<file path="src/design/rnmpg_pkg.sv">
// Shared constants, codes and control types for the radius nearest match block.
`timescale 1ns / 1ps

package rnmpg_pkg;

    // Sizing
    localparam int MAX_TARGETS = 1024;
    localparam int COORD_BITS  = 24;
    localparam int IDX_W       = $clog2(MAX_TARGETS);
    localparam int CNT_W       = $clog2(MAX_TARGETS + 1);
    localparam int QNUM_W      = 10;
    localparam int FRAC_BITS   = 16;

    // Register field widths
    localparam int RADIUS_W = 23;
    localparam int COEF_W   = 18;
    localparam int OFFS_W   = 24;
    localparam int CFG_W    = 24;
    localparam int CFG_IDX_W = 3;

    // Squared distances: wide enough for two squares and the 100 m limit
    localparam int DIST_W = (2 * COORD_BITS + 1 > 46) ? 2 * COORD_BITS + 1 : 46;
    localparam logic [63:0] LIMIT_100M_SQ = 64'd42949672960000;

    // Plane accumulator: three products plus the shifted offset
    localparam int PROD_W = COEF_W + COORD_BITS;
    localparam int ACC_W  = (PROD_W + 3 > OFFS_W + FRAC_BITS + 2) ? PROD_W + 3
                                                                  : OFFS_W + FRAC_BITS + 2;

    // Item function codes
    localparam logic [1:0] FUNC_CLEAR = 2'd0;
    localparam logic [1:0] FUNC_LOAD  = 2'd1;
    localparam logic [1:0] FUNC_QUERY = 2'd2;

    // Configuration register indexes
    localparam logic [CFG_IDX_W-1:0] CFG_RADIUS  = 3'd0;
    localparam logic [CFG_IDX_W-1:0] CFG_PLANE_A = 3'd1;
    localparam logic [CFG_IDX_W-1:0] CFG_PLANE_B = 3'd2;
    localparam logic [CFG_IDX_W-1:0] CFG_PLANE_C = 3'd3;
    localparam logic [CFG_IDX_W-1:0] CFG_OFFSET  = 3'd4;

    // Controller states
    typedef enum logic [1:0] {
        ST_IDLE,
        ST_SCAN,
        ST_DRAIN,
        ST_FINISH
    } state_t;

    // Controller to datapath
    typedef struct packed {
        logic clear;
        logic load;
        logic start;
        logic issue;
        logic finish;
    } dp_cmd_t;

    // Datapath to controller
    typedef struct packed {
        logic scan_done;
        logic pipe_busy;
        logic out_free;
    } dp_status_t;

endpackage

</file>
<file path="src/design/rnmpg_ctrl.sv">
// Controller state machine: item acceptance, scan sequencing and result hand-off.
`timescale 1ns / 1ps

module rnmpg_ctrl
    import rnmpg_pkg::*;
(
    input  logic       clk,
    input  logic       rst_n,
    input  logic       in_valid,
    output logic       in_ready,
    input  logic [1:0] func,
    input  dp_status_t status,
    output dp_cmd_t    cmd
);

    state_t state_reg;
    state_t state_next;
    logic   accept;

    assign accept = in_valid && (state_reg == ST_IDLE);

    // State register
    always_ff @(posedge clk or negedge rst_n)
    begin
        if (!rst_n)
        begin
            state_reg <= ST_IDLE;
        end
        else
        begin
            state_reg <= state_next;
        end
    end

    // Next state
    always_comb
    begin
        state_next = state_reg;
        case (state_reg)
            ST_IDLE:
            begin
                if (accept && func == FUNC_QUERY)
                begin
                    state_next = ST_SCAN;
                end
            end
            ST_SCAN:
            begin
                if (status.scan_done)
                begin
                    state_next = ST_DRAIN;
                end
            end
            ST_DRAIN:
            begin
                if (!status.pipe_busy)
                begin
                    state_next = ST_FINISH;
                end
            end
            ST_FINISH:
            begin
                if (status.out_free)
                begin
                    state_next = ST_IDLE;
                end
            end
            default:
            begin
                state_next = ST_IDLE;
            end
        endcase
    end

    // Outputs
    always_comb
    begin
        cmd      = '0;
        in_ready = 1'b0;
        case (state_reg)
            ST_IDLE:
            begin
                in_ready   = 1'b1;
                cmd.clear  = accept && (func == FUNC_CLEAR);
                cmd.load   = accept && (func == FUNC_LOAD);
                cmd.start  = accept && (func == FUNC_QUERY);
            end
            ST_SCAN:
            begin
                cmd.issue = !status.scan_done;
            end
            ST_DRAIN:
            begin
                cmd = '0;
            end
            ST_FINISH:
            begin
                cmd.finish = status.out_free;
            end
            default:
            begin
                cmd = '0;
            end
        endcase
    end

endmodule

</file>
<file path="config.mk">
export PLATFORM = sky130hd
export DESIGN_NAME = rnmpg_ctrl
export DESIGN_NICKNAME = d
export VERILOG_FILES = /design/src/design/rnmpg_pkg.sv /design/src/design/rnmpg_ctrl.sv
export SDC_FILE = /design/constraint.sdc
export NUM_CORES = 1
export LEC_CHECK = 0
export ABC_CLOCK_PERIOD_IN_PS = 2100
export BUFFER_PORTS_ARGS = -buffer_cell sky130_fd_sc_hd__buf_2
export CORE_AREA = 3 3 40 42
export CTS_CLUSTER_SIZE = 24
export DETAILED_ROUTE_END_ITERATION = 12
export DIE_AREA = 0 0 43 45
export GPL_TIMING_DRIVEN = 1
export SLEW_MARGIN = 10
export SYNTH_ARGS = -nofsm -noshare
export SYNTH_HDL_FRONTEND = slang
export SYNTH_SLANG_ARGS = --single-unit
</file>
<file path="constraint.sdc">
create_clock -name clk -period 2.1 [get_ports clk]
set_input_delay 0.315 -clock clk [delete_from_list [all_inputs] [get_ports clk]]
set_output_delay 0.315 -clock clk [all_outputs]
set_load 0.02 [all_outputs]
</file>
Word level (Yosys, flattened, before mapping)

Index checks and enable logic that the tools add are counted.

Register bits: 2
Output and inout bits: 6

Equality and inequality tests: 9
Reductions and logical operators: 8
Muxes and demuxes: 9

Operator list:

| kind               | number |
|---|---|
| $mux 2             | 4 |
| $pmux 2 s4         | 1 |
| $eq 2x2->1 const B | 3 |
| $ne 2x2->1 const B | 3 |
| $eq 2x1->1 const B | 2 |
| $logic_and 1x1->1  | 4 |
| $logic_not 2->1    | 2 |
| $reduce_and 4->1   | 1 |
| $mux 1             | 3 |
| $mux 3             | 1 |
| $ne 2x1->1 const B | 1 |
| $logic_not 1->1    | 1 |

Logic depth before layout (Yosys ltp)

Word-level depth: 5
Depth in mapped cells: 5
Gate-level depth less buffers: 5

Worst setup path after synthesis

OpenSTA, ideal clock, no wires.

Path kind: reg-to-output
From: register state_reg[0]
To: output cmd[3] in the netlist's numbering
Arrival: 1.518 ns
Path buffers: 0
Data required time: 1.785 ns
Slack: 0.267 ns
Cell stages (with the launch flop): 5
Path through: dfrtp_1 inv_1 ha_1 nand2_1 nor3b_1

RTL lines:

| what                     | line             | RTL |
|---|---|---|
| start: declaration       | rnmpg_ctrl.sv:16 | `state_t state_reg;` |
| start signal: assignment | rnmpg_ctrl.sv:31 | `state_reg <= state_next;` |
| end: declaration         | rnmpg_ctrl.sv:13 | `output dp_cmd_t cmd` |

==> run summary <==
The run finished with clean final reports. Timing would allow up to 0.557 GHz. Among all flip-flop cells after synthesis, the most frequent one is dfrtp_1. The worst ir drop on vdd is 0.368 mV.

The first routing iteration left 2 violations. The ratio of total power to cell area works out to 1240 nW/µm². The xor and xnor area share after synthesis is 0. The horizontal die dimension works out to 43 µm. For the worst setup path, the data required time is 1780 ps. The largest fanout of any net on the critical path came out at 4. The first global-routing pass estimated 828 µm of wire. At the worst endpoint, the arrival time is 1480 ps. Entering global routing, the biggest net connects 5 pins.

The most common cell in the synthesized netlist is ha_1. The min-delay analysis places its worst path in the category in -> async. The family of cells with the greatest summed delay on the critical path is flip-flops. Final RePlAce weighted congestion: 0.643. The number of buffers between clock root and the deepest sink is 2, and the area of the die is 1940 µm². By area the synthesized netlist is led by ha_1, dfrtp_1, a2111oi_4. Summed over all nets, the half-perimeter wirelength after detailed placement is 421 µm.

The clock latency on the worst-skew pair was 230 ps; the via count of the first global-routing pass was 219. After synthesis the cells add up to 248 µm². The tools report the number of antenna violations at the first check in global routing as 0. The final hold violation count is 0, and the relative max-transition margin is 0.780. The portion of the post-synthesis area used by sequential elements is 0.202, and the number of cell rows is 13.

For this run, design rule violations remaining after detail routing come to 0. For the pin with the worst max-slew slack, the measured transition is 330 ps. The launching element type of the critical path was a register. Setup violations remaining at the end of the flow were counted as 0. The remaining antenna violation count is 0, and the average size of a mapped cell is 11.3 µm². The flip-flop count of the largest register after layout was 2; the clock edge transition at the registers on the reported setup and hold paths was 30 ps. The worst path in the final design needs a cycle of 1800 ps, including I/O delays and setup.

The combined global-route utilization of all metal layers is 0.0649, and the area of the placeable core is 1280 µm². Clock tree synthesis selected as its root buffer the cell clkbuf_4. After global routing the overflow that remains totals 0. For the I/O pin count, the log shows 14. The final critical-path share of the clock period was 0.855.

The largest individual stage delay along the critical path comes from the cell dfrtp_1. Synthesis inferred 2 register bits. The number of different library cells used by synthesis comes to 14. The simple-gate share of the synthesized area is 0.303.

The share of the synthesized area in compound gates (AO/OA/AOI/OAI) works out to 0.111. After technology mapping, the gate count stands at 22. For the final routed database, the setup TNS stands at 0 ps. 0 antenna diodes ended up in the layout. Across all layers, the routed design uses 220 vias. Synthesis produced a netlist with a net count of 35.

The area share of the leading cell type in the synthesized netlist is 0.253. Counting the buffers created by CTS gives 3. Die boundary height: 45 µm. Counting both buffers and inverters, the worst setup path holds a total of 2.

Cell accounting for the most synthesized area: ha_1. After synthesis, the largest family of logic cells by area is simple AND/OR/NAND/NOR gates. The logs give 50 for the number of instances in the placed design and 2 for the detailed-router iteration count before antenna repair. The number of max-slew violations in the final report was 0; the number of enable-type register cells in the synthesized netlist was 0. Walking the worst path, the cells encountered are inv_1 -> ha_1 -> nand2_1 -> nor3b_1 -> buf_2.

The routed length per placed instance was 9.24 µm; the number of sinks handled by clock tree synthesis was 2. The kind of critical path was reg -> out. Multiplexer area fraction after synthesis: 0.101. The area growth from synthesis to layout is 47.0%. The number of buffers added for setup after CTS was 0; the routed wire length was 499 µm. The number of warnings issued by yosys is 0, and the level count of the clock H-tree is 1. TritonCTS built the clock tree. The proportion of synthesized flip-flops having asynchronous set or reset came out at 1.00. In this run the tool buffered the top-level ports with 13 buffer cells. The post-synthesis share of cell area spent on full adders, half adders and majority gates was 0.253; the number of nets in the layout was 54. The share of layout cells above drive strength 1 works out to 0.513. Setup repair after global routing left no endpoint under its margin. The tools report the initial core utilization as 0.193. Worst stage delay on the critical path: 390 ps. The leakage power total came out at 0.204 nW.

By count the netlist is led by ha_1, and2_1, dfrtp_1, inv_1, nor3b_1. The number of max-cap violations came out at 0. Across the routed clock network, the largest skew measured is 5.72 ps. The endpoint class of the critical path was an output port. The run gives 137 as the number of inserted filler cells in the final layout. Once layout is complete, the cells apart from fillers number 54. The via-per-instance ratio came out at 4.07.
per-stage QoR:
step            util  hold WS [ps]  cell area [µm²]  power (mW)  setup WS [ps]
4_1_cts        0.283           403              364       0.461            275
5_1_grt        0.283           430              364       0.498            141
3_5_place_dp   0.258           102              332       0.369            455
3_3_place_gp   0.258           102              332       0.365            469
6_report       0.283           401              364       0.452            304
2_1_floorplan      -          19.4              248       0.307            267
layout make-up:
| cell class | count | area (µm²) | area share |
|---|---|---|---|
| Sequential cell | 2 | 50.0 | 0.137 |
| Tap cell | 15 | 18.8 | 0.0515 |
| Inverter | 2 | 7.51 | 0.0206 |
| Multi-Input combinational cell | 18 | 190 | 0.522 |
| Timing Repair Buffer | 14 | 75.1 | 0.206 |
| Clock buffer | 3 | 22.5 | 0.0619 |
logic make-up (layout without fill, tap and decap cells):
group,after synthesis,in the layout
multiplexers,2,2
adder cells (fa/ha/maj),5,5
AO/OA/AOI/OAI,1,1
flip-flops,2,2
buffers and inverters,2,19
AND/OR/NAND/NOR,10,10
report_power, final:
part	internal [mW]	switching, mW
clock	0.0632	0.0236
combinational	0.142	0.142
sequential	0.0614	0.0195
path summary, 6_finish.rpt:
kind	startpoint	to	slack (ps)	depth (start not counted)
max	state_reg[0]	cmd[2]	300	5
max in group asynchronous	rst_n	state_reg[0]	1600	2
max reg2reg	state_reg[1]	state_reg[1]	470	4
min	rst_n	state_reg[1]	400	2
min reg2reg	state_reg[1]	state_reg[1]	570	1
min in group clk	in_valid	state_reg[0]	530	4
what timing repair did:
action / CTS / global route
gates resized for setup: 0 / 0
endpoints found under the hold margin: 2 / 0
hold buffers: 1 / 0
placed cells by master, fill, tap and decap left out, types with 2 or more instances in the layout:
cell	n
buf_2	13
ha_1	5
clkbuf_4	3
inv_1	2
nor3b_1	2
and2_1	2
dfrtp_1	2
layer usage:
layer  GRT usage  vias up  part of all wire
li1            -      109                 -
met1      0.0482       92              0.36
met2       0.102       15              0.44
met3      0.0478        4              0.15
met4      0.0723        0             0.042
met5           0        -                 0
Power figures use the tool's default switching activity.
